**src/rtl/tbpc_pkg.sv**
```systemverilog
// shared types and constants of the touch button press classifier
package tbpc_pkg;

  // field and state widths
  localparam int unsigned SAMPLE_W = 16;
  localparam int unsigned TIME_W   = 32;
  localparam int unsigned SUM_W    = 21;
  localparam int unsigned CNT_W    = 5;
  localparam int unsigned ADDR_W   = 5;
  localparam int unsigned DATA_W   = 32;

  // register indexes (byte address / 4)
  localparam logic [2:0] REG_DIGITAL_EN  = 3'd0;
  localparam logic [2:0] REG_TOUCH_EN    = 3'd1;
  localparam logic [2:0] REG_TOUCH_THR   = 3'd2;
  localparam logic [2:0] REG_LONG_MS     = 3'd3;
  localparam logic [2:0] REG_SHORT_MS    = 3'd4;

  // register reset values
  localparam logic [SAMPLE_W-1:0] RST_TOUCH_THR = 16'd0;
  localparam logic [SAMPLE_W-1:0] RST_LONG_MS   = 16'd800;
  localparam logic [SAMPLE_W-1:0] RST_SHORT_MS  = 16'd40;

  // settings that the press logic reads every item
  typedef struct packed {
    logic                digital_enable;
    logic                touch_enable;
    logic [SAMPLE_W-1:0] long_press_ms;
    logic [SAMPLE_W-1:0] short_press_ms;
  } cfg_t;

  // threshold register write toward the core
  typedef struct packed {
    logic                wr;
    logic [SAMPLE_W-1:0] value;
  } thr_wr_t;

  // sequencer states
  typedef enum logic [2:0] {
    ST_RUN    = 3'b001,
    ST_DIV    = 3'b010,
    ST_SETTLE = 3'b100
  } state_e;

endpackage

```
**src/rtl/tbpc_cfg.sv**
```systemverilog
// apb register bank of the touch button press classifier
module tbpc_cfg
  import tbpc_pkg::*;
(
  input  logic              clk_i,
  input  logic              rst_ni,
  input  logic              psel,
  input  logic              penable,
  input  logic              pwrite,
  input  logic [ADDR_W-1:0] paddr,
  input  logic [DATA_W-1:0] pwdata,
  output logic [DATA_W-1:0] prdata,
  output logic              pready,
  output cfg_t              cfg_o,
  output thr_wr_t           thr_wr_o
);

  logic                wr_en;
  logic [2:0]          idx;
  logic                dig_en_q;
  logic                touch_en_q;
  logic [SAMPLE_W-1:0] thr_q;
  logic [SAMPLE_W-1:0] long_q;
  logic [SAMPLE_W-1:0] short_q;

  assign pready = 1'b1;
  assign wr_en  = psel && penable && pwrite;
  assign idx    = paddr[ADDR_W-1:2];

  // register writes
  always_ff @(posedge clk_i or negedge rst_ni) begin
    if (!rst_ni) begin
      dig_en_q   <= 1'b1;
      touch_en_q <= 1'b1;
      thr_q      <= RST_TOUCH_THR;
      long_q     <= RST_LONG_MS;
      short_q    <= RST_SHORT_MS;
    end else if (wr_en) begin
      case (idx)
        REG_DIGITAL_EN: dig_en_q   <= pwdata[0];
        REG_TOUCH_EN:   touch_en_q <= pwdata[0];
        REG_TOUCH_THR:  thr_q      <= pwdata[SAMPLE_W-1:0];
        REG_LONG_MS:    long_q     <= pwdata[SAMPLE_W-1:0];
        REG_SHORT_MS:   short_q    <= pwdata[SAMPLE_W-1:0];
        default: ;
      endcase
    end
  end

  // read mux
  always_comb begin
    prdata = '0;
    case (idx)
      REG_DIGITAL_EN: prdata = {31'd0, dig_en_q};
      REG_TOUCH_EN:   prdata = {31'd0, touch_en_q};
      REG_TOUCH_THR:  prdata = {16'd0, thr_q};
      REG_LONG_MS:    prdata = {16'd0, long_q};
      REG_SHORT_MS:   prdata = {16'd0, short_q};
      default:        prdata = '0;
    endcase
  end

  assign cfg_o.digital_enable = dig_en_q;
  assign cfg_o.touch_enable   = touch_en_q;
  assign cfg_o.long_press_ms  = long_q;
  assign cfg_o.short_press_ms = short_q;

  // threshold write also restarts calibration in the core
  assign thr_wr_o.wr    = wr_en && (idx == REG_TOUCH_THR);
  assign thr_wr_o.value = pwdata[SAMPLE_W-1:0];

endmodule

```
**src/rtl/tbpc_hyst.sv**
```systemverilog
// release level register: threshold plus clamped threshold/20 hysteresis
module tbpc_hyst
  import tbpc_pkg::*;
(
  input  logic                clk_i,
  input  logic [SAMPLE_W-1:0] thr_i,
  output logic [SAMPLE_W-1:0] release_lvl_o
);

  // x/20 for 16-bit x as (x * ceil(2^21/20)) >> 21
  localparam int unsigned    DIV_SHIFT = 21;
  localparam logic [16:0]    DIV_RECIP = 17'd104858;
  localparam logic [SAMPLE_W-1:0] HYST_MIN = 16'd30;
  localparam logic [SAMPLE_W-1:0] HYST_MAX = 16'd1500;

  logic [33:0]         prod;
  logic [SAMPLE_W-1:0] quot;
  logic [SAMPLE_W-1:0] hyst;
  logic [SAMPLE_W-1:0] lvl_q;

  assign prod = {18'd0, thr_i} * {17'd0, DIV_RECIP};
  assign quot = {3'd0, prod[33:DIV_SHIFT]};

  // clamp to the hysteresis window
  always_comb begin
    if (quot < HYST_MIN) begin
      hyst = HYST_MIN;
    end else if (quot > HYST_MAX) begin
      hyst = HYST_MAX;
    end else begin
      hyst = quot;
    end
  end

  // release level wraps at 16 bits
  always_ff @(posedge clk_i) begin
    lvl_q <= thr_i + hyst;
  end

  assign release_lvl_o = lvl_q;

endmodule

```
**src/rtl/tbpc_calib.sv**
```systemverilog
// calibration average and derived press threshold
module tbpc_calib
  import tbpc_pkg::*;
#(
  parameter int unsigned CALIB_SAMPLES = 20
) (
  input  logic [SUM_W-1:0]    sum_i,
  output logic [SAMPLE_W-1:0] thr_o
);

  // sum/N as (sum * ceil(2^S/N)) >> S, exact for sums below 2^SUM_W
  localparam int unsigned     DIV_SHIFT = SUM_W + $clog2(CALIB_SAMPLES);
  localparam longint unsigned RECIP_L   =
    ((64'd1 << DIV_SHIFT) + CALIB_SAMPLES - 1) / CALIB_SAMPLES;
  localparam int unsigned     RECIP_W   = SUM_W + 1;
  localparam int unsigned     PROD_W    = SUM_W + RECIP_W;
  localparam logic [RECIP_W-1:0] RECIP  = RECIP_W'(RECIP_L);

  localparam logic [SAMPLE_W-1:0] MARGIN_MIN = 16'd200;
  localparam logic [SAMPLE_W-1:0] MARGIN_MAX = 16'd8000;

  logic [PROD_W-1:0]   prod;
  logic [SAMPLE_W-1:0] base;
  logic [SAMPLE_W-1:0] margin_raw;
  logic [SAMPLE_W-1:0] margin;

  assign prod = {{RECIP_W{1'b0}}, sum_i} * {{SUM_W{1'b0}}, RECIP};
  assign base = prod[DIV_SHIFT +: SAMPLE_W];
  assign margin_raw = base >> 3;

  // clamp the margin, then step below the average
  always_comb begin
    if (margin_raw < MARGIN_MIN) begin
      margin = MARGIN_MIN;
    end else if (margin_raw > MARGIN_MAX) begin
      margin = MARGIN_MAX;
    end else begin
      margin = margin_raw;
    end
    if (base > margin) begin
      thr_o = base - margin;
    end else begin
      thr_o = 16'd1;
    end
  end

endmodule

```
**src/rtl/touch_button_press_classifier_core.sv**
```systemverilog
// top level of the touch button press classifier
//
// Input channel (in_valid_i/in_ready_o) takes one item per cycle unless held: a ms
// timestamp, the active-low button level and a touch sample. Output channel
// (out_valid_o/out_ready_i) gives one result per item, in order: short or
// long press on release, the pressed decision, the kept touch sample, the
// calibration flag and the threshold in use.
// An item passes an input register and the press logic into the output
// register, which raises out_valid_o; while neither the receiver nor the
// sequencer holds the flow, one item per cycle.
// The item that completes auto-calibration passes ST_DIV for the average
// division, then ST_SETTLE holds the input side while the release level
// register follows the new threshold; only that item is slowed. A
// threshold write holds the input side in ST_SETTLE for the same reason.
// A stalled receiver holds the result in the output register; the input
// register takes one more item and then in_ready_o drops.
// Reset clears the control and press state: threshold 0, so calibration
// starts with the first CALIB_SAMPLES touch samples. Registers are to be
// written over the APB port while the block is idle; the block does not
// enforce this. A threshold write restarts calibration.
module touch_button_press_classifier_core
  import tbpc_pkg::*;
#(
  parameter int unsigned CALIB_SAMPLES = 20
) (
  input  logic                clk_i,
  input  logic                rst_ni,
  input  logic                in_valid_i,
  output logic                in_ready_o,
  input  logic [TIME_W-1:0]   now_ms_i,
  input  logic                button_low_i,
  input  logic [SAMPLE_W-1:0] touch_sample_i,
  output logic                out_valid_o,
  input  logic                out_ready_i,
  output logic                short_press_o,
  output logic                long_press_o,
  output logic                pressed_now_o,
  output logic [SAMPLE_W-1:0] touch_level_o,
  output logic                calibrating_o,
  output logic [SAMPLE_W-1:0] active_threshold_o,
  input  logic                psel,
  input  logic                penable,
  input  logic                pwrite,
  input  logic [ADDR_W-1:0]   paddr,
  input  logic [DATA_W-1:0]   pwdata,
  output logic [DATA_W-1:0]   prdata,
  output logic                pready
);

  localparam logic [CNT_W-1:0] CALIB_CNT = CNT_W'(CALIB_SAMPLES);

  cfg_t    cfg;
  thr_wr_t thr_wr;

  state_e state_q;

  // input register
  logic                in_valid_q;
  logic [TIME_W-1:0]   in_now_q;
  logic                in_btn_q;
  logic [SAMPLE_W-1:0] in_sample_q;

  // press state
  logic                was_pressed_q;
  logic [TIME_W-1:0]   press_start_q;
  logic [SAMPLE_W-1:0] last_touch_q;
  logic [SAMPLE_W-1:0] eff_thr_q;
  logic [SUM_W-1:0]    calib_sum_q;
  logic [CNT_W-1:0]    calib_cnt_q;
  logic [SUM_W-1:0]    fin_sum_q;

  // output register
  logic                out_valid_q;
  logic                out_short_q;
  logic                out_long_q;
  logic                out_pressed_q;
  logic [SAMPLE_W-1:0] out_touch_q;
  logic                out_calib_q;
  logic [SAMPLE_W-1:0] out_thr_q;

  logic                can_out;
  logic                advance;
  logic [SAMPLE_W-1:0] release_lvl;
  logic [SAMPLE_W-1:0] div_thr;
  logic                thr_zero;
  logic                calib_now;
  logic [SAMPLE_W-1:0] level;
  logic                touch_hit;
  logic                pressed;
  logic [SUM_W-1:0]    sum_new;
  logic [CNT_W-1:0]    cnt_new;
  logic                calib_done;
  logic [TIME_W-1:0]   dur;
  logic                released;
  logic                long_hit;
  logic                short_hit;
  logic [SAMPLE_W-1:0] touch_next;

  tbpc_cfg u_cfg (
    .clk_i    (clk_i),
    .rst_ni   (rst_ni),
    .psel     (psel),
    .penable  (penable),
    .pwrite   (pwrite),
    .paddr    (paddr),
    .pwdata   (pwdata),
    .prdata   (prdata),
    .pready   (pready),
    .cfg_o    (cfg),
    .thr_wr_o (thr_wr)
  );

  tbpc_hyst u_hyst (
    .clk_i         (clk_i),
    .thr_i         (eff_thr_q),
    .release_lvl_o (release_lvl)
  );

  tbpc_calib #(
    .CALIB_SAMPLES (CALIB_SAMPLES)
  ) u_calib (
    .sum_i (fin_sum_q),
    .thr_o (div_thr)
  );

  // handshake
  assign can_out    = !out_valid_q || out_ready_i;
  assign advance    = in_valid_q && can_out && (state_q == ST_RUN);
  assign in_ready_o = !in_valid_q || advance;

  // press decision and calibration step
  assign thr_zero   = (eff_thr_q == '0);
  assign calib_now  = cfg.touch_enable && thr_zero;
  assign level      = was_pressed_q ? release_lvl : eff_thr_q;
  assign touch_hit  = cfg.touch_enable && !thr_zero && (in_sample_q < level);
  assign pressed    = (cfg.digital_enable && in_btn_q) || touch_hit;
  assign sum_new    = calib_sum_q + SUM_W'(in_sample_q);
  assign cnt_new    = calib_cnt_q + CNT_W'(1);
  assign calib_done = calib_now && (cnt_new >= CALIB_CNT);
  assign touch_next = cfg.touch_enable ? in_sample_q : last_touch_q;

  // hold duration classification, long first
  assign dur       = in_now_q - press_start_q;
  assign released  = !pressed && was_pressed_q;
  assign long_hit  = released && (dur >= TIME_W'(cfg.long_press_ms));
  assign short_hit = released && !long_hit && (dur >= TIME_W'(cfg.short_press_ms));

  // input register payload
  always_ff @(posedge clk_i) begin
    if (in_valid_i && in_ready_o) begin
      in_now_q    <= now_ms_i;
      in_btn_q    <= button_low_i;
      in_sample_q <= touch_sample_i;
    end
  end

  // control and press state
  always_ff @(posedge clk_i or negedge rst_ni) begin
    if (!rst_ni) begin
      state_q       <= ST_RUN;
      in_valid_q    <= 1'b0;
      out_valid_q   <= 1'b0;
      was_pressed_q <= 1'b0;
      press_start_q <= '0;
      last_touch_q  <= '0;
      eff_thr_q     <= RST_TOUCH_THR;
      calib_sum_q   <= '0;
      calib_cnt_q   <= '0;
    end else begin
      if (in_ready_o) begin
        in_valid_q <= in_valid_i;
      end
      case (state_q)
        ST_RUN: begin
          if (advance) begin
            was_pressed_q <= pressed;
            last_touch_q  <= touch_next;
            if (pressed && !was_pressed_q) begin
              press_start_q <= in_now_q;
            end
            if (calib_done) begin
              calib_sum_q <= '0;
              calib_cnt_q <= '0;
              out_valid_q <= 1'b0;
              state_q     <= ST_DIV;
            end else begin
              if (calib_now) begin
                calib_sum_q <= sum_new;
                calib_cnt_q <= cnt_new;
              end
              out_valid_q <= 1'b1;
            end
          end else begin
            if (out_ready_i) begin
              out_valid_q <= 1'b0;
            end
            // new threshold, let the release level follow before the next item
            if (thr_wr.wr) begin
              eff_thr_q   <= thr_wr.value;
              calib_sum_q <= '0;
              calib_cnt_q <= '0;
              state_q     <= ST_SETTLE;
            end
          end
        end
        ST_DIV: begin
          eff_thr_q   <= div_thr;
          out_valid_q <= 1'b1;
          state_q     <= ST_SETTLE;
        end
        ST_SETTLE: begin
          if (out_ready_i) begin
            out_valid_q <= 1'b0;
          end
          if (thr_wr.wr) begin
            eff_thr_q   <= thr_wr.value;
            calib_sum_q <= '0;
            calib_cnt_q <= '0;
          end else begin
            state_q <= ST_RUN;
          end
        end
        default: begin
          state_q <= ST_RUN;
        end
      endcase
    end
  end

  // result payload; a calibration result gets its threshold in the following ST_DIV cycle
  always_ff @(posedge clk_i) begin
    if (advance) begin
      fin_sum_q     <= sum_new;
      out_short_q   <= short_hit;
      out_long_q    <= long_hit;
      out_pressed_q <= pressed;
      out_touch_q   <= touch_next;
      out_calib_q   <= calib_now;
      out_thr_q     <= eff_thr_q;
    end else if (state_q == ST_DIV) begin
      out_thr_q <= div_thr;
    end
  end

  assign out_valid_o        = out_valid_q;
  assign short_press_o      = out_short_q;
  assign long_press_o       = out_long_q;
  assign pressed_now_o      = out_pressed_q;
  assign touch_level_o      = out_touch_q;
  assign calibrating_o      = out_calib_q;
  assign active_threshold_o = out_thr_q;

endmodule
```
**config.mk**
```make
export PLATFORM = sky130hd
export DESIGN_NAME = touch_button_press_classifier_core
export DESIGN_NICKNAME = d
export VERILOG_FILES = /design/src/rtl/tbpc_pkg.sv /design/src/rtl/tbpc_cfg.sv /design/src/rtl/tbpc_hyst.sv /design/src/rtl/tbpc_calib.sv /design/src/rtl/touch_button_press_classifier_core.sv
export SDC_FILE = /design/constraint.sdc
export NUM_CORES = 1
export LEC_CHECK = 0
export BUFFER_PORTS_ARGS = -buffer_cell sky130_fd_sc_hd__buf_2
export CAP_MARGIN = 20
export CORE_MARGIN = 1
export CORE_UTILIZATION = 55
export CTS_BUF_LIST = sky130_fd_sc_hd__clkbuf_16
export DETAILED_ROUTE_END_ITERATION = 8
export PLACE_DENSITY = 0.7
export SYNTH_ARGS = -nofsm -noshare
export SYNTH_HDL_FRONTEND = slang
export SYNTH_SLANG_ARGS = --single-unit
export TNS_END_PERCENT = 100
```
**constraint.sdc**
```tcl
create_clock -name clk_i -period 12.66 [get_ports clk_i]
set_clock_uncertainty 0.2 [all_clocks]
set_input_delay 2.532 -clock clk_i [delete_from_list [all_inputs] [get_ports clk_i]]
set_output_delay 2.532 -clock clk_i [all_outputs]
set_load 0.01 [all_outputs]
```
# After elaboration in Yosys (flattened, before gate mapping)
# Cells that the tools add are included.
[op_classes] n_eq_ne=12 order_cmp=9 reduce_logical=40 n_mul=2 n_mux=32 add_sub_neg=5
[op_table] op="2-to-1 mux 16 bit" n=8
[op_table] op="2-to-1 mux 21 bit" n=4
[op_table] op="one-hot mux 16 bit (5 select lines)" n=1
[op_table] op="greater-or-equal comparator 32 x 16 -> 1 bit" n=2
[op_table] op="one-hot mux 16 bit (3 select lines)" n=1
[op_table] op="one-hot mux 21 bit (2 select lines)" n=1
[op_table] op="multiplier 21 x 20 -> 40 bit (second input constant)" n=1
[op_table] op="multiplier 16 x 16 -> 32 bit (second input constant)" n=1
[op_table] op="subtractor 32 bit" n=1
[op_table] op="2-to-1 mux 13 bit" n=2
[op_table] op="adder 21 x 16 -> 21 bit" n=1
[op_table] op="2-to-1 mux 5 bit" n=4
[op_table] op="adder 16 bit" n=1
[op_table] op="> comparator 16 bit" n=1
[op_table] op="logical AND 1 bit" n=16
[op_table] op="zero test 16 bit" n=1
[op_table] op="< comparator 16 bit" n=1
[op_table] op="AND reduction 2 bit" n=8
[op_table] op="subtractor 16 bit" n=1
[op_table] op="> comparator 13 bit (second input constant)" n=1
[op_table] op="< comparator 13 x 8 -> 1 bit (second input constant)" n=1
[op_table] op="> comparator 12 x 11 -> 1 bit (second input constant)" n=1
[op_table] op="< comparator 12 x 5 -> 1 bit (second input constant)" n=1
[op_table] op="2-to-1 mux 12 bit" n=1
[op_table] op="other kinds (19)" n=39
[word_totals] register_bits=268 elab_cells=125 input_bits=93

# Logic depth before layout (Yosys ltp)
# Gate-level depths: netlist of the first run.
[logic_depth] ltp_word=11 ltp_mapped=42

# Modules after synthesis
# From an unflattened synthesis of the first run, not the netlist that was laid out.
[unflattened] cells_unflattened=2897 area_unflattened_um2=28702.5
[modules_own_cells] module="touch_button_press_classifier_core" instances=1 cells_per_inst=1117 area_per_inst_um2=11649.9 seq_area_each_um2=5586.6
[modules_own_cells] module="tbpc_calib" instances=1 cells_per_inst=947 area_per_inst_um2=8607.0 seq_area_each_um2=0.0
[modules_own_cells] module="tbpc_hyst" instances=1 cells_per_inst=640 area_per_inst_um2=5835.6 seq_area_each_um2=320.3
[modules_own_cells] module="tbpc_cfg" instances=1 cells_per_inst=193 area_per_inst_um2=2610.0 seq_area_each_um2=1260.0

# Least setup slack after synthesis of the first run
# No wires, ideal clock.
[synth_timing] kind="reg2reg" from="register fin_sum_q[1]" to="register out_thr_q[12] (netlist: active_threshold_o[12]) (data pin)" t_arrival_ns=9.019 path_slack_ns=3.185 setup_ns=0.256 path_buffers=1 path_stages_with_launch=38 cell_sequence="edfxtp_1 > ha_1 > xor2_1 > ha_1 > fa_1 > fa_1 > fa_1 > fa_1 > inv_1 > fa_1 > inv_1 > ha_1 > nand4_1 > a2111oi_0 > o21ai_0 > nand2_1 > nor2_1 > o21bai_1 > [... 2 more ...] > nor2_1 > o31ai_1 > and3_1 > ha_1 > inv_1 > fa_1 > a21o_1 > a21oi_1 > o21bai_1 > a21o_1 > a21oi_1 > o21ai_0 > nor3_1 > a2111oi_4 > nor3_4 > buf_6 > nor2_1 > a22o_1"
[synth_via] elab_chain_len=8
[synth_rtl] item="from (decl)" line="touch_button_press_classifier_core.sv:70" text="logic [SUM_W-1:0] fin_sum_q;"
[synth_rtl] item="from (signal assigned)" line="touch_button_press_classifier_core.sv:233" text="fin_sum_q <= sum_new;"
[synth_rtl] item="multiplier 21 x 20 -> 40 bit *" line="tbpc_calib.sv:27" text="assign prod = {{RECIP_W{1'b0}}, sum_i} * {{SUM_W{1'b0}}, RECIP};"
[synth_rtl] item="> comparator 13 bit" line="tbpc_calib.sv:35" text="end else if (margin_raw > MARGIN_MAX) begin"
[synth_rtl] item="2-to-1 mux 13 bit" line="tbpc_calib.sv:35"
[synth_rtl] item="2-to-1 mux 13 bit" line="tbpc_calib.sv:33" text="if (margin_raw < MARGIN_MIN) begin"
[synth_rtl] item="subtractor 16 bit or > comparator 16 bit (tied branches)" line="tbpc_calib.sv:41, tbpc_calib.sv:40"
[synth_rtl] item="2-to-1 mux 16 bit *" line="tbpc_calib.sv:40" text="if (base > margin) begin"
[synth_rtl] item="2-to-1 mux 16 bit *" line="touch_button_press_classifier_core.sv:240" text="end else if (state_q == ST_DIV) begin"
[synth_rtl] item="2-to-1 mux 16 bit *" line="touch_button_press_classifier_core.sv:232" text="if (advance) begin"
[synth_rtl] item="to (signal assigned)" line="touch_button_press_classifier_core.sv:239" text="out_thr_q <= eff_thr_q;"
[synth_rtl] item="to (signal assigned)" line="touch_button_press_classifier_core.sv:241" text="out_thr_q <= div_thr;"
[synth_rtl] item="to (decl)" line="touch_button_press_classifier_core.sv:79" text="logic [SAMPLE_W-1:0] out_thr_q;"
# Every way passes the cells marked *; elsewhere a longest branch is shown, timed or not. The select of a mux whose other input is x is not followed.
# A chain may end at the register's enable or synchronous reset.

# Worst setup path after layout of the first run
[layout_timing] from="register fin_sum_q[2]" to="register out_thr_q[13] (netlist: active_threshold_o[13]) (data pin)"
# The elaborated chain is that of the path after synthesis.

==> results list, run 1 <==
- Status: finished clean
- In this run the tightest slew margin relative to its limit is between 30 and 40%.
- Global-route wire length before repair: between 100000 and 150000 um
- Worst-skew pair later-pin latency: 0.55 ns
- Most repeated library cell on the critical path: fa_1
- Count of final max-slew check failures: 0
- In the final layout, the share of cells above drive strength 1 is about a tenth.
* Sinks on Clock Net: ~270
* Synth Area per Inst: 10.18 um2
- Row cnt: 81
- Number of antenna violations at the first check in global routing: 3
- The highest layer touched by signal routing is met5.
- Initial core utilization: between 50% and 60%
- For the pin with the worst max-slew slack, the measured transition is roughly 1 ns.
- Setup repair after global routing left no endpoint under its margin.
- Type of the worst min-delay path: reg -> reg
- Via count: 19.80k
* Die area: 0.05066 mm2
- Antenna Nets Post-Route: 0
- Area overhead of the layout relative to synthesis: 7.890%
- Capturing element type of the critical path: register
- Global placement routability congestion: 0.9733
- The setup check on the worst reg-to-reg path leaves a slack of 1.59 ns.
- The netlist uses 98 different library cells.
- Setup violations remaining at the end of the flow were counted as 0.
* Terminating pin of the worst hold path: last_touch_q[11]
- Number of cells on the worst hold path: 2
* Minimum setup slack in the final design: approximately 1.6 ns
- In the routed layout, each cell is associated on average with a via count of 5.665.
- Depth of the CTS H-tree: 1
- Worst Setup Start Kind: register
- Final layout net count: between 3k and 4k
* Post-layout min period: 11.07 ns
- Detailed placement finished with a half-perimeter wire length of 55250 um.
* Number of violations of the max-capacitance limit: 0
- On the worst path, the slowest cell contributes a delay of 0.60 ns.
- Once layout is complete, the utilization of the core stands at 60.21%.
- TritonCTS built the clock tree.
- Maximum number of pins on one net before global-route repair: 75
- WP data required: 12.74 ns
- Wire length on met3: 3672 um
- Crit path max fanout: 17
- For this run, design rule violations remaining after detail routing come to 0.
- Global route overflow: 0
- Of the available clock period, the critical path in the final layout requires 87.44%.
* Per-cell routed wire length: 19.20 um
- Yosys printed 0 warnings.
* CTS clock-pin slew for the worst setup and hold paths: 0.06 ns
- The largest total area in the synthesized netlist belongs to ha_1.
- Gates resized, CTS repair: 0
- Ys flop type: dfrtp_1
- Timing analysis after detailed placement gives a worst setup slack of 1.568 ns.
- CTS Buf Count: 28
- End of the worst register-to-register path: active_threshold_o[13]
- The synthesized design contains 106 enable-type register cells.
- Asr flop ratio synth: around 54%
- Synth top area share: 21.07%
- No sink is reached through more buffers than the 3 on the longest clock path.
* Depth of the worst register-to-register path: 36
- For this run, the top clock speed supported by timing is ~90 MHz.
- The critical path in this run is classified as reg -> reg.
- The die is 225.1 um tall.
- The synthesized netlist occupies a cell area of 0.02737 mm2.
- The slowest stage of the critical path is the nor3_4 cell.
- In this run the horizontal extent of the chip is between 200 and 250 um.
* Root buf cell: clkbuf_16
* Count of state elements after synthesis: 268
* Aggregate global-route resource usage: 27.05%
* Most area-consuming cells after synthesis: ha_1 (21%), fa_1 (16%), dfrtp_1 (13%), edfxtp_1 (12%), inv_1 (6.3%)
- The detailed router finished its first iteration with 1307 violations.
- The startpoint identified for the worst hold timing path is last_touch_q[11].
* Top Ports: 164
- The tightest hold path in the finished design has a slack of around 0.27 ns.
- After detailed routing, the met2 layer carries 31970 um of wire.
* Iteration count of the initial detailed-routing pass: 6
* Placeable Area: 0.04905 mm2
* CTS Hold Bufs: 0
- For the final routed database, the setup TNS stands at 0 ns.
* Met1 WL: 29400 um
* Number of setup buffers added after CTS: 0
- After detailed routing, the total wire length is between 60000 and 70000 um.
- The number of endpoints with negative hold slack in the final report came to 0.
- After synthesis, flip-flops and latches occupy 26.18% of the total area.
- STA puts the critical path data arrival time at 11.15 ns.
- Number of instances in the synthesized netlist: 2688
- In this run the critical register-to-register path is launched from fin_sum_q[2].
- Port buffering added 128 buffers.
* Vias in the first global route: between 20k and 25k
## synthesized netlist by cell type (15+ instances only)
library cell and instances:
dfxtp_1 16, fa_1 221, nand4_1 21, edfxtp_1 106, inv_1 460, and2_1 16, clkbuf_1 29, mux2i_1 39
nand2_1 200, o21bai_1 18, nor2b_1 20, a31oi_1 15, buf_4 17, nor3_1 25, mux2_2 69, a21oi_1 114
xnor2_1 69, a22o_1 19, a21o_1 73, nand2b_1 29, o21ai_0 101, xor2_1 47, o22ai_1 26, nand3_1 28
dfrtp_1 138, o21a_1 21, ha_1 461, nor2_1 86
## cells by family (layout without fill, tap and decap cells)
group           Yosys count  count (layout)  synth area share [%]
simple gates            495             495                 8.731
mux                     108             108                 4.265
compound gates          492             492                 12.08
xor+xnor                117             117                 3.771
buf+inv                 523             649                 7.675
other cells               2              19               0.02744
fa+ha+maj               683             683                 37.27
flops                   268             268                 26.18
## cell type report
class                      instances  area, um2
fill                            4111      19520
multi-input combinational       1913      18180
sequential                       268       7167
inverter                         461       1730
tap                              664      830.8
clock buffer                      29      725.7
timing repair buffer             136      719.4
clock inverter                    23      180.2
antenna                            1      2.502
## sequential cells by signal (all words and copies together) (netlist names), 3 cells and up
signal	cells
in_sample_q	16
active_threshold_o	16
calib_cnt_q	5
u_cfg.thr_q	16
state_q	3
eff_thr_q	16
in_now_q	32
u_hyst.release_lvl_o	16
u_cfg.long_q	16
touch_level_o	16
press_start_q	32
fin_sum_q	21
calib_sum_q	21
last_touch_q	16
u_cfg.short_q	16
## through the flow
step           instance area, um2  cells
6_report                    29530   3495
2_1_floorplan               27430   2704
3_3_place_gp                28600   3441
5_1_grt                     29530   3494
4_1_cts                     29510   3493
3_5_place_dp                28600   3441
## critical path, delay by kind of cell (launching register included)
family	cells	cell delay (ns)
buf+inv	3	0.17
compound gates	14	3.37
simple gates	7	1.72
xor+xnor	2	0.55
fa+ha+maj	10	4.25
flops	1	0.55
## worst max path at each step
stage / from / endpoint / slack (ns) / cells after the start
floorplan: fin_sum_q[1] / active_threshold_o[12] / 3.19 / 37
global placement: fin_sum_q[2] / active_threshold_o[13] / 1.82 / 36
detailed placement: fin_sum_q[2] / active_threshold_o[13] / 1.57 / 36
CTS: fin_sum_q[2] / active_threshold_o[13] / 1.52 / 36
global route: fin_sum_q[2] / active_threshold_o[13] / 0.87 / 36
finish: fin_sum_q[2] / active_threshold_o[13] / 1.59 / 36
## layer usage
metal,track usage [%],vias up
li1,-,9376
met1,36.95,9693
met2,45.30,589
met3,3.103,136
met4,7.768,6
met5,0,-
## placed cells by master (no fill, tap or decap), drive strengths merged, types with 15 or more instances in the layout
cell type	count
a21o	74
a21oi	118
a22o	19
a31oi	16
and2	19
and3	15
buf	136
clkbuf	29
conb	18
dfrtp	138
dfxtp	16
edfxtp	106
fa	221
ha	461
inv	471
mux2	69
mux2i	39
nand2	200
nand2b	30
nand3	28
nand4	21
nor2	87
nor2b	20
nor3	26
o21a	21
o21ai	107
o21bai	19
o22ai	26
xnor2	70
xor2	47
Power of run 1 is left out: the tool's default activity adds up to more than one toggle a clock period on the data nets, which glitch-free logic cannot reach.
==> run 2, diff against run 1 <==
Settings changed: ABC_CLOCK_PERIOD_IN_PS from default to 12300, CORE_UTILIZATION 55 to 64, PLACE_DENSITY 0.7 to 0.8.
Clock period 12.66 ns to 12.3 ns, I/O delays scaled along.
==> results list, run 2 (synthesis gave the netlist of run 1 again) <==
- Status: finished clean
- The proportion of layout cells with a drive suffix above 1 is 10.85% (+0.29 points).
- Max Clk Rate: 88.93 MHz (-1.6%)
- The HPWL reported at the end of detailed placement was 55800 um (+1.0%).
- Antenna Nets Post-Route: 0 (unchanged)
- Vias in the first global route: 21.08k (+3.4%)
- Global placement routability congestion: 0.9577 (-1.6%)
* Horizontal die dimension: 208.8 um (-7.2%)
* Depth of the worst register-to-register path: 36 (unchanged)
* Remaining routing DRC violations: 0 (unchanged)
- The number of buffers created by CTS came to 27 (-3.6%).
- From synthesis to final layout, the design area changed by 7.515%.
* Count of input and output buffers: 128 (unchanged)
* Global route overflow: 0 (unchanged)
- The worst hold path terminates at last_touch_q[5].
- Per-cell routed wire length: 20.32 um (+5.9%)
- The final-layout setup total negative slack was 0 ns (unchanged).
* Worst Setup Start Kind: register
* Most repeated library cell on the critical path: fa_1
- Type of the worst min-delay path: reg -> reg
- Reg2Reg Launch Point: fin_sum_q[1]
- The library cell used most frequently in the layout, excluding fill and tap cells, is inv_1.
- The slew of the pin with the lowest slew margin is 0.9278 ns (-0.07080 ns).
- The data required time of the worst path was 12.36 ns (-0.38 ns).
- Setup repair after global routing missed its margin: false
* Via/cell ratio: 5.973 (+5.4%)
- Maximum number of pins on one net before global-route repair: 77 (+2.7%)
- Capturing element type of the critical path: register
- The minimum clock period was 11.24 ns (+0.1755 ns).
- Global-route wire length before repair: 109900 um (+2.1%)
- Depth of the CTS H-tree: 1 (unchanged)
- Number of cells on the worst hold path: 2 (unchanged)
* Worst-skew pair later-pin latency: 0.54 ns (about the same)
- The final-stage net count came to 3583 (unchanged).
* Iteration count of the initial detailed-routing pass: 5 (-1)
* Height of the die: 208.8 um (-7.2%)
* Row cnt: 75 (-7.4%)
- CTS clock-pin slew for the worst setup and hold paths: 0.07 ns (about the same)
- Arrival time reported for the critical path endpoint: 11.31 ns (+0.16 ns)
- The number of endpoints with negative hold slack in the final report came to 0 (unchanged).
* Top library cells by usage in the layout, fill and taps aside: inv_1 (463), ha_1 (461), fa_1 (221)
- The total I/O pin count came to 164 (unchanged).
- Post-Route WL: 68460 um (+2.1%)
- Sinks on Clock Net: 268 (unchanged)
* Maximum buffer depth of the clock tree: 3 (unchanged)
- The worst register-to-register path ends at active_threshold_o[9].
- Via count: 20.12k (+1.6%)
* DR iter-0 viols: 1487 (+14%)
- The number of max-cap violations is 0 (unchanged).
- Core occupancy in the finished layout: 70.00% (+9.8 points)
- The register-to-register setup slack is 1.06 ns (-0.54 ns).
* Root buf cell: clkbuf_16
* Gates resized, CTS repair: 0 (unchanged)
- The worst hold path begins at last_touch_q[5].
- The effective utilization at floorplan is 65.11% (+9.3 points).
- The initial antenna violation count is 3 (unchanged).
* Crit path max-delay cell type: nor3_4
- The count of final setup violators was 0 (unchanged).
- The final cycle utilization of the critical path is 91.42% (+4.0 points).
* Placeable Area: 0.04204 mm2 (-14%)
- The aggregate global-route resource usage was 31.99% (+4.9 points).
* Crit path max fanout: 17 (unchanged)
- Peak per-stage delay on the critical path: 0.59 ns (about the same)
* CTS Hold Bufs: 0 (unchanged)
- Number of setup buffers added after CTS: 0 (unchanged)
* Die area: 0.04360 mm2 (-14%)
- The setup path with the least slack is of type reg -> reg.
* CTS tree: built
- The number of max-slew violations in the final report is 0 (unchanged).
* Headroom to the max-slew limit: 38.15% (+4.7 points)
* Biggest registers after layout: in_now_q: 32 flops, press_start_q: 32 flops
run 2: worst max-delay path by stage:
stage | from | endpoint | slack, ns
floorplan | fin_sum_q[1] | active_threshold_o[12] | 2.83
global placement | fin_sum_q[2] | active_threshold_o[13] | 1.45
detailed placement | fin_sum_q[1] | active_threshold_o[8] | 1.19
CTS | fin_sum_q[1] | active_threshold_o[8] | 1.13
global route | fin_sum_q[1] | active_threshold_o[8] | 0.18
finish | fin_sum_q[1] | active_threshold_o[9] | 1.06
run 2: metrics by stage:
stage | instance area, um2 | hold WS, ns | std cells | setup WS, ns
floorplan | 27430 | 0.2417 | 2704 | 2.825
global placement | 28460 | 0.2531 | 3318 | 1.453
detailed placement | 28460 | 0.2587 | 3318 | 1.190
CTS | 29430 | 0.2753 | 3368 | 1.131
global route | 29430 | 0.2918 | 3368 | 0.1767
finish | 29430 | 0.2708 | 3369 | 1.055
run 2: metal layers:
| layer | wire length (um) | part of all wire, % | GRT usage (%) | vias to the layer above |
|---|---|---|---|---|
| li1 | - | - | - | 9395 |
| met1 | 27970 | 41 | 41.02 | 9840 |
| met2 | 33190 | 48 | 54.85 | 714 |
| met3 | 4485 | 6.6 | 4.388 | 169 |
| met4 | 2788 | 4.1 | 12.50 | 4 |
| met5 | 23 | 0.034 | 0 | - |
run 2: area by class of cell:
cell class | count | area (um2)
Antenna cell | 1 | 2.502
Clock buffer | 28 | 700.7
Clock inverter | 22 | 264.0
Fill cell | 3100 | 12610
Inverter | 461 | 1730
Multi-Input combinational cell | 1913 | 18180
Sequential cell | 268 | 7167
Tap cell | 539 | 674.4
Timing Repair Buffer | 137 | 714.4
run 2: worst max-delay path: cells and delay by family, from the launching register on:
kind,cells,cell delay [ns]
adder cells (fa/ha/maj),10,4.27
buffers and inverters,3,0.15
XOR/XNOR,2,0.58
AO/OA/AOI/OAI,13,3.23
flip-flops,1,0.54
AND/OR/NAND/NOR,8,1.98
Power of run 2 is left out for the same reason.
